**src/rtl/saf_pkg.sv**
```systemverilog
package saf_pkg;

  localparam int LOC_W = 32;
  localparam int WINDOW_DEPTH_DEF = 4;
  localparam logic [LOC_W-1:0] DISTANCE_LIMIT_RESET = LOC_W'(1000);

  typedef struct packed {
    logic             full;
    logic [LOC_W-1:0] oldest;
  } win_status_t;

endpackage

```
**src/rtl/strand_adjacency_filter_core.sv**
```systemverilog
// A hit is registered in the main or skid buffer entry; out_valid shows the main one.
// One location per cycle while in_stall is low; the window compare is combinational.
// in_stall rises only while both entries of the two-entry result buffer hold hits.
// Reset (rst, synchronous, active high): both fill counters clear, the result buffer
// empties and distance_limit returns to 1000; window contents are not cleared.
module strand_adjacency_filter_core import saf_pkg::*; #(
  parameter int WINDOW_DEPTH = WINDOW_DEPTH_DEF
) (
  input  logic             clk,
  input  logic             rst,
  input  logic             cfg_we,
  input  logic [LOC_W-1:0] cfg_wdata,
  input  logic             in_valid,
  output logic             in_stall,
  input  logic [LOC_W-1:0] location,
  input  logic             last_of_read,
  output logic             out_valid,
  input  logic             out_stall,
  output logic [LOC_W-1:0] hit_location
);

  logic [LOC_W-1:0] distance_limit;
  logic             in_accept;
  logic             strand_one;
  win_status_t      status_one;
  win_status_t      status_zero;
  win_status_t      status_sel;
  logic [LOC_W-1:0] span;
  logic             hit;
  logic             buf_full;

  // hold the adjacency limit; the user must write it only while idle, the block does not enforce this
  always_ff @(posedge clk) begin
    if (rst) begin
      distance_limit <= DISTANCE_LIMIT_RESET;
    end else if (cfg_we) begin
      distance_limit <= cfg_wdata;
    end
  end

  // stall only when the skid entry is taken, so a request can still land
  // while a finished hit waits downstream
  assign in_stall   = buf_full;
  assign in_accept  = in_valid && !in_stall;
  assign strand_one = location[0];

  saf_window #(
    .WINDOW_DEPTH(WINDOW_DEPTH)
  ) u_win_one (
    .clk       (clk),
    .rst       (rst),
    .shift_en  (in_accept && strand_one),
    .clear_fill(in_accept && last_of_read),
    .shift_loc (location),
    .status    (status_one)
  );

  saf_window #(
    .WINDOW_DEPTH(WINDOW_DEPTH)
  ) u_win_zero (
    .clk       (clk),
    .rst       (rst),
    .shift_en  (in_accept && !strand_one),
    .clear_fill(in_accept && last_of_read),
    .shift_loc (location),
    .status    (status_zero)
  );

  // compare against the oldest entry of this strand's window; the span wraps
  assign status_sel = strand_one ? status_one : status_zero;
  assign span       = location - status_sel.oldest;
  assign hit        = in_accept && status_sel.full && (span < distance_limit);

  // drop the strand flag from the emitted location
  saf_out_buffer u_out (
    .clk      (clk),
    .rst      (rst),
    .push     (hit),
    .push_data({status_sel.oldest[LOC_W-1:1], 1'b0}),
    .full     (buf_full),
    .out_valid(out_valid),
    .out_stall(out_stall),
    .out_data (hit_location)
  );

endmodule

```
**src/rtl/saf_window.sv**
```systemverilog
module saf_window import saf_pkg::*; #(
  parameter int WINDOW_DEPTH = WINDOW_DEPTH_DEF
) (
  input  logic             clk,
  input  logic             rst,
  input  logic             shift_en,
  input  logic             clear_fill,
  input  logic [LOC_W-1:0] shift_loc,
  output win_status_t      status
);

  localparam int FILL_W = $clog2(WINDOW_DEPTH + 1);
  localparam logic [FILL_W-1:0] FILL_MAX = FILL_W'(WINDOW_DEPTH);

  logic [LOC_W-1:0]  win [WINDOW_DEPTH];
  logic [FILL_W-1:0] fill;
  logic [FILL_W-1:0] fill_next;

  always_comb begin
    fill_next = fill;
    if (shift_en && (fill != FILL_MAX)) begin
      fill_next = fill + FILL_W'(1);
    end
    if (clear_fill) begin
      fill_next = '0;
    end
  end

  always_ff @(posedge clk) begin
    if (rst) begin
      fill <= '0;
    end else begin
      fill <= fill_next;
    end
  end

  // shift toward entry 0; entry 0 is the oldest
  always_ff @(posedge clk) begin
    if (shift_en) begin
      for (int k = 0; k < WINDOW_DEPTH - 1; k++) begin
        win[k] <= win[k+1];
      end
      win[WINDOW_DEPTH-1] <= shift_loc;
    end
  end

  assign status.full   = (fill == FILL_MAX);
  assign status.oldest = win[0];

endmodule

```
**src/rtl/saf_out_buffer.sv**
```systemverilog
module saf_out_buffer import saf_pkg::*; (
  input  logic             clk,
  input  logic             rst,
  input  logic             push,
  input  logic [LOC_W-1:0] push_data,
  output logic             full,
  output logic             out_valid,
  input  logic             out_stall,
  output logic [LOC_W-1:0] out_data
);

  logic             main_valid;
  logic [LOC_W-1:0] main_data;
  logic             skid_valid;
  logic [LOC_W-1:0] skid_data;
  logic             take;

  assign take      = main_valid && !out_stall;
  assign full      = skid_valid;
  assign out_valid = main_valid;
  assign out_data  = main_data;

  // push never arrives while the skid entry is occupied
  always_ff @(posedge clk) begin
    if (rst) begin
      main_valid <= 1'b0;
      skid_valid <= 1'b0;
    end else if (take) begin
      if (skid_valid) begin
        main_valid <= 1'b1;
        skid_valid <= 1'b0;
      end else begin
        main_valid <= push;
      end
    end else if (push) begin
      if (main_valid) begin
        skid_valid <= 1'b1;
      end else begin
        main_valid <= 1'b1;
      end
    end
  end

  always_ff @(posedge clk) begin
    if (take) begin
      main_data <= skid_valid ? skid_data : push_data;
    end else if (push) begin
      if (main_valid) begin
        skid_data <= push_data;
      end else begin
        main_data <= push_data;
      end
    end
  end

endmodule
```
**config.mk**
```make
export PLATFORM = sky130hd
export DESIGN_NAME = strand_adjacency_filter_core
export DESIGN_NICKNAME = d
export VERILOG_FILES = /design/src/rtl/saf_pkg.sv /design/src/rtl/strand_adjacency_filter_core.sv /design/src/rtl/saf_window.sv /design/src/rtl/saf_out_buffer.sv
export SDC_FILE = /design/constraint.sdc
export NUM_CORES = 1
export LEC_CHECK = 0
export BUFFER_PORTS_ARGS = -buffer_cell sky130_fd_sc_hd__buf_4
export CAP_MARGIN = 30
export CORE_MARGIN = 1
export CORE_UTILIZATION = 40
export DETAILED_ROUTE_END_ITERATION = 12
export HOLD_SLACK_MARGIN = 0.08
export SLEW_MARGIN = 40
export SYNTH_ARGS = -nofsm -noshare
export SYNTH_HDL_FRONTEND = slang
export SYNTH_HIERARCHICAL = 1
export SYNTH_SLANG_ARGS = --single-unit
```
**constraint.sdc**
```tcl
create_clock -name clk -period 23.8 [get_ports clk]
set_input_delay 7.14 -clock clk [delete_from_list [all_inputs] [get_ports clk]]
set_output_delay 7.14 -clock clk [all_outputs]
set_load 0.03 [all_outputs]
```
Yosys cells after proc, flatten, opt, wreduce, memory -nomap -nowiden
Memories as Yosys holds them, arrays and structs flattened.
Index checks and enable logic that the tools add are counted.
{"block": "word_totals", "inputBits": 70, "memories": 2, "ramBits": 256, "regBits": 103, "output_inout_bits": 34, "wordCells": 49}
{"block": "op_classes", "bitwise_logic": 1, "n_reduce_logical": 18, "muxes": 12, "eq_ne": 5, "addsub": 3, "n_lt_le_gt_ge": 1}
{"memory": "u_win_one.win", "depth": 4, "word_bits": 32, "read_ports": 4, "rd_clocked_by_memory_dff": 0, "wr": 4, "line_no": "saf_window.sv:15", "text": "logic [LOC_W-1:0] win [WINDOW_DEPTH];"}
{"memory": "u_win_zero.win", "depth": 4, "word_bits": 32, "read_ports": 4, "rd_clocked_by_memory_dff": 0, "wr": 4, "line_no": "saf_window.sv:15"}
{"operator": "$mux W32", "n": 4}
{"operator": "$mux W33", "n": 1}
{"operator": "$lt A32 B32 Y1", "n": 1}
{"operator": "$sub A32 B32 Y32", "n": 1}
{"operator": "$logic_and A1 B1 Y1", "n": 9}
{"operator": "$mux W1", "n": 7}
{"operator": "$add A3 B1 Y3 const B", "n": 2}
{"operator": "$eq A3 B3 Y1 const B", "n": 2}
{"operator": "$ne A3 B3 Y1 const B", "n": 2}
{"operator": "$reduce_and A2 Y1", "n": 2}
{"operator": "$reduce_or A2 Y1", "n": 2}
{"operator": "$logic_not A1 Y1", "n": 3}
{"operator": "$reduce_and A3 Y1", "n": 1}
{"operator": "$ne A2 B2 Y1 const B", "n": 1}
{"operator": "$reduce_bool A2 Y1", "n": 1}
{"operator": "$not A1 Y1", "n": 1}

Depth between registers and ports, before layout
{"block": "logic_depth", "ltp_word": 7, "mapped_depth": 22, "mapped_depth_nobuf": 19}

Hierarchy
Netlist, hierarchy kept.
{"module": "saf_window", "cells_each": 146, "n_inst": 2, "area_each_um2": 4031.4}
{"module": "strand_adjacency_filter_core", "cells_each": 549, "n_inst": 1, "area_each_um2": 4181.5}
{"module": "saf_out_buffer", "cells_each": 110, "n_inst": 1, "area_each_um2": 2532.4}

Least setup slack after synthesis
No wires, ideal clock.
{"block": "synth_timing", "kind": "input-to-reg", "from": "in location[0]", "to": "reg u_win_one.fill[0]", "path_slack_ns": 9.420, "path_stages": 6, "arrival_time_ns": 14.257, "n_path_buf": 2, "required_ns": 23.677, "cell_sequence": "buf_4 > buf_1 > inv_1 > nor2_1 > a21boi_2 > mux2_1"}
{"block": "synth_via", "elab_chain_cells": 2}
{"element": "start: declaration", "line_no": "strand_adjacency_filter_core.sv:15", "text": "input logic [LOC_W-1:0] location,"}
{"element": "$logic_and A1 B1 Y1", "line_no": "strand_adjacency_filter_core.sv:52", "text": ".shift_en (in_accept && strand_one),"}
{"element": "$logic_and A1 B1 Y1", "line_no": "saf_window.sv:21", "text": "if (shift_en && (fill != FILL_MAX)) begin"}
{"element": "end signal: assignment", "line_no": "saf_window.sv:33", "text": "fill <= fill_next;"}
{"element": "end: declaration", "line_no": "saf_window.sv:16", "text": "logic [FILL_W-1:0] fill;"}
No other way between the ends.
A chain may end at the register's enable or synchronous reset.

Final worst setup path
{"block": "layout_timing", "from": "in location[0]", "to": "reg u_out.main_data[17], in the netlist u_out/out_data[17] (enable)"}
{"block": "layout_via", "elab_chain_cells": 6, "word_cells_on_any_way": 7, "classes_between": "add/sub: 1; order compare: 1; mux: 1; reduce/logical: 4"}
{"element": "$mux W33", "line_no": "strand_adjacency_filter_core.sv:70", "text": "assign status_sel = strand_one ? status_one : status_zero;"}
{"element": "$sub A32 B32 Y32", "line_no": "strand_adjacency_filter_core.sv:71", "text": "assign span = location - status_sel.oldest;"}
{"element": "$lt A32 B32 Y1", "line_no": "strand_adjacency_filter_core.sv:72", "text": "assign hit = in_accept && status_sel.full && (span < distance_limit);"}
{"element": "$logic_and A1 B1 Y1 (*)", "line_no": "strand_adjacency_filter_core.sv:72"}
{"element": "via hit", "line_no": "strand_adjacency_filter_core.sv:29", "text": "logic hit;"}
{"element": "$reduce_bool A2 Y1 (no source line) (*)"}
{"element": "$reduce_and A2 Y1 (no source line) (*)"}
{"element": "end signal: assignment", "line_no": "saf_out_buffer.sv:46", "text": "main_data <= skid_valid ? skid_data : push_data;"}
{"element": "end signal: assignment", "line_no": "saf_out_buffer.sv:51", "text": "main_data <= push_data;"}
{"element": "end: declaration", "line_no": "saf_out_buffer.sv:13", "text": "logic [LOC_W-1:0] main_data;"}
Mark *: on every way through the listed nets, which the timed path passes. The rest lies on a longest branch.

==> impl_results.rst <==
.. list-table::
   :header-rows: 1

   * - Metric
     - Value
   * - Avg Inst Size Synth
     - 15.5 µm²
   * - Worst Clk Skew
     - between 10 and 15 ps
   * - Number of global-route vias before repair
     - 7889
   * - Global-route wire length before repair
     - around 44000 µm
   * - I/O pins
     - about 100
   * - Async S/R FF share, synth
     - 0%
   * - Worst supply voltage drop on vdd
     - around 0.042 mV
   * - Initial cell density of the core
     - ~40%
   * - Max-slew headroom
     - 51.0%
   * - Family with the most delay on the worst path
     - compound AO/OA/AOI/OAI gates
   * - Buffers plus inverters on the worst setup path
     - 3
   * - Ratio of cells with drive above 1 in the final layout
     - a little under a fifth
   * - CTS tree
     - done
   * - Min cycle time layout
     - roughly 12000 ps
   * - Highest cell delay on the worst timing path
     - 550 ps
   * - Most common cell in the netlist
     - edfxtp_1
   * - Dominant cells by area after synthesis
     - edfxtp_1, ha_1, dfxtp_1
   * - Height of the die
     - between 150 and 200 µm
   * - Count of clock tree sinks
     - 360
   * - Dpl ws
     - between 10000 and 15000 ps
   * - Standard cell with the maximum stage delay on the critical path
     - buf_4
   * - Pwr dens
     - ~83 nW/µm²
   * - DRC marker count from the first detailed-route iteration
     - approximately 520
   * - Met2 Use GR
     - between 20% and 30%
   * - Layout overhead on the synthesized area
     - 17.6%
   * - Fraction of power consumed by combinational cells
     - under 10%
   * - Routing layer with the top usage in global route
     - met2
   * - Number of buffers created by CTS
     - 38
   * - Static power due to leakage
     - 6.73 nW
   * - Avg Vias per Cell
     - around 5
   * - Clock Root Buffer
     - clkbuf_16
   * - Sw Share
     - ~22%
   * - Met1 global-route usage
     - a little over a fifth
   * - Post-cts repair resize count
     - 0
   * - Portion of the clock cycle consumed by the worst path in the final layout
     - about half
   * - Biggest fanout along the worst timing path
     - 38
   * - Class of the tightest hold or removal check
     - reg -> reg
   * - First-pass iteration count of the detailed router
     - 9
   * - Number of nets in the layout
     - 1216
   * - Achievable clock frequency
     - a little over 80 MHz
   * - Count of mapped cells out of synthesis
     - ~950
   * - Portion of synthesized cell area occupied by the leading cell type
     - 65.0%
   * - Final-layout setup total negative slack
     - 0 ps
   * - Overall overflow remaining after global route
     - 0
   * - Area of the mapped netlist
     - between 10000 and 15000 µm²
   * - Yosys top cell by area
     - edfxtp_1
   * - Hold bufs inserted after CTS
     - 0
   * - Total Wirelength
     - around 28000 µm
   * - Register area share after synthesis
     - 70.4%
   * - Power spent charging and discharging nets
     - 311 µW
   * - Commonest cells in the netlist
     - edfxtp_1, inv_1, ha_1
   * - Outcome
     - finished, violations left
   * - Classification of the worst setup path
     - in -> reg
   * - Internal Power
     - approximately 1.1 mW
   * - Count of endpoints failing setup in the final report
     - 0
   * - Number of pins with negative max-slew slack in the final report
     - 0
   * - Area of the core
     - about 37000 µm²
   * - Most frequently used flop master after synthesis
     - edfxtp_1
   * - Clock power share
     - between 40% and 50%
   * - Post-CTS setup buffers
     - 0
   * - RSZ-0062 raised after global routing
     - false
   * - Maximum number of pins on one net before global-route repair
     - 72
   * - X dimension of the die
     - a little under 200 µm
   * - Reg power frac
     - 49.8%
   * - Count of flip-flops with a built-in enable after synthesis
     - 320
   * - GRT met3 Usage
     - under 10%
   * - Instance count after placement with tap cells included
     - 1507
   * - Clock slew at reported path FFs
     - 60 ps
   * - Final count of hold timing violations
     - 0
   * - Total number of vias
     - roughly 8000
   * - PortBufs
     - approximately 100
   * - Maximum number of buffers from clock root to sink
     - 3
   * - Number of flip-flops and latches in the synthesized netlist
     - 360
   * - Syn. warnings
     - 6
   * - Internal reg-to-reg setup slack
     - between 15000 and 20000 ps
   * - Worst-margin pin slew
     - roughly 730 ps
   * - Capturing element type of the critical path
     - flip-flop
   * - Post-DP HPWL
     - around 19000 µm
   * - Setup WS post-layout
     - between 10000 and 15000 ps
   * - Non-filler instance count after layout
     - ~1600
   * - Number of cell rows
     - 70
   * - DR DRC count
     - 1
   * - Max-capacitance violation count
     - 0
   * - CP Data Arrival Time
     - 12420 ps
   * - Inserted Diodes
     - 0
   * - Worst setup SP type
     - input port
   * - Initial antenna violation count
     - 0
   * - Critical path data required time
     - ~24000 ps
   * - Total GRT Usage
     - around 15%
   * - Clk Latency, worst-skew pair
     - slightly above 500 ps
   * - H-tree levels
     - 2
   * - Violated checks
     - design-rule violations
   * - Wirelength per Cell
     - approximately 18 µm
   * - Post-DRT Antenna Nets
     - 0
   * - Worst path cell trace
     - buf_4 -> mux2i_1 -> ha_1 -> nand2_1 -> or3_1 -> o21ai_1 -> o211ai_1 -> a21oi_1 -> a21oi_1 -> xnor2_1 -> ha_1 -> a21o_1 -> a21o_1 -> a21o_1 -> a21oi_1 -> nand4_1 -> a31oi_1 -> inv_1 -> o21bai_4 -> buf_4
   * - RePlAce Congestion
     - 0.825
   * - Die Area
     - about 38000 µm²
   * - Final Core Density
     - 47.6%
   * - Library cells used by synthesis
     - a little over 60
-- routing by layer --
metal	routed length (µm)	share of wire, %	vias to the layer above
li1	-	-	3815
met1	13800	49	3781
met2	13100	46	132
met3	959	3.4	39
met4	483	1.7	0
met5	0	0	-
-- cells by family after synthesis --
kind of cell | after synthesis | share of synthesized area [%]
AND/OR/NAND/NOR | 150 | 5.14
buffers and inverters | 100 | 2.72
multiplexers | 95 | 7.51
AO/OA/AOI/OAI | 152 | 6.89
adder cells (fa/ha/maj) | 67 | 5.72
XOR/XNOR | 26 | 1.54
flip-flops | 360 | 70.4
other | 1 | 0.0254
-- worst paths after layout --
kind                          from                     to  cells after the start
max                    location[0]     u_out/out_data[17]                     20
min          u_win_zero/win[3][14]  u_win_zero/win[2][14]                      0
max reg2reg   u_win_zero/win[0][6]     u_out/out_data[17]                     19
min reg2reg  u_win_zero/win[3][14]  u_win_zero/win[2][14]                      0
-- power by group through the flow --
stage          clock network [mW]  registers, mW  logic [mW]
2_1_floorplan                   0          0.732      0.0933
6_report                    0.589          0.717       0.134
5_1_grt                     0.629          0.719       0.151
3_3_place_gp                    0          0.730       0.133
4_1_cts                     0.605          0.717       0.136
3_5_place_dp                    0          0.731       0.135
-- layout by cell type, fill, tap and decap left out, drive strengths merged, types with 3 or more instances in the layout --
master	Yosys	routed
nor2	53	53
inv	79	80
clkinv	0	6
nor4	3	3
nand2b	3	3
o21bai	6	6
or3	4	4
nor3	8	8
o21a	6	6
nand2	30	30
a21oi	44	44
nor2b	6	6
buf	8	108
a21boi	3	3
mux2	37	37
a211oi	5	5
edfxtp	320	320
xnor2	21	21
nor3b	6	6
and2	3	3
bufinv	0	4
ha	66	66
o21ai	25	25
o211ai	10	10
xor2	5	5
a31oi	10	10
mux2i	58	58
a311oi	3	3
o31ai	3	3
clkbuf	13	58
and3	7	7
dfxtp	40	40
a21o	26	26
nand3	9	9
nand4	11	11
-- through the flow --
| step | area (µm²) | power, mW | hold WS (ps) |
|---|---|---|---|
| 4_1_cts | 17400 | 1.46 | 407 |
| 3_3_place_gp | 16100 | 0.863 | 400 |
| 3_5_place_dp | 16100 | 0.865 | 405 |
| 5_1_grt | 17400 | 1.50 | 417 |
| 2_1_floorplan | 14800 | 0.825 | 400 |
| 6_report | 17400 | 1.44 | 409 |
-- worst register-to-register path, delay by kind of cell (launching register included) --
kind,cells,cell delay [ps]
AND/OR/NAND/NOR,3,640
buffers and inverters,2,570
adder cells (fa/ha/maj),2,720
flip-flops,1,380
AO/OA/AOI/OAI,10,2350
XOR/XNOR,1,150
multiplexers,1,110
-- state kept, by name, summed over array words and instances (netlist names) --
name             cells
u_win_zero/fill      3
u_out/skid_data     32
u_win_zero/win     128
distance_limit      32
u_out/out_valid      1
u_win_one/fill       3
u_out/out_data      32
u_out/full           1
u_win_one/win      128
-- area by class of cell --
type	count	area [µm²]
clock buffer	58	1100
inverter	79	297
fill	3183	19100
sequential	360	10400
tap	468	586
timing repair buffer	108	826
clock inverter	11	163
multi-input combinational	492	4000
Power figures use the tool's default switching activity.
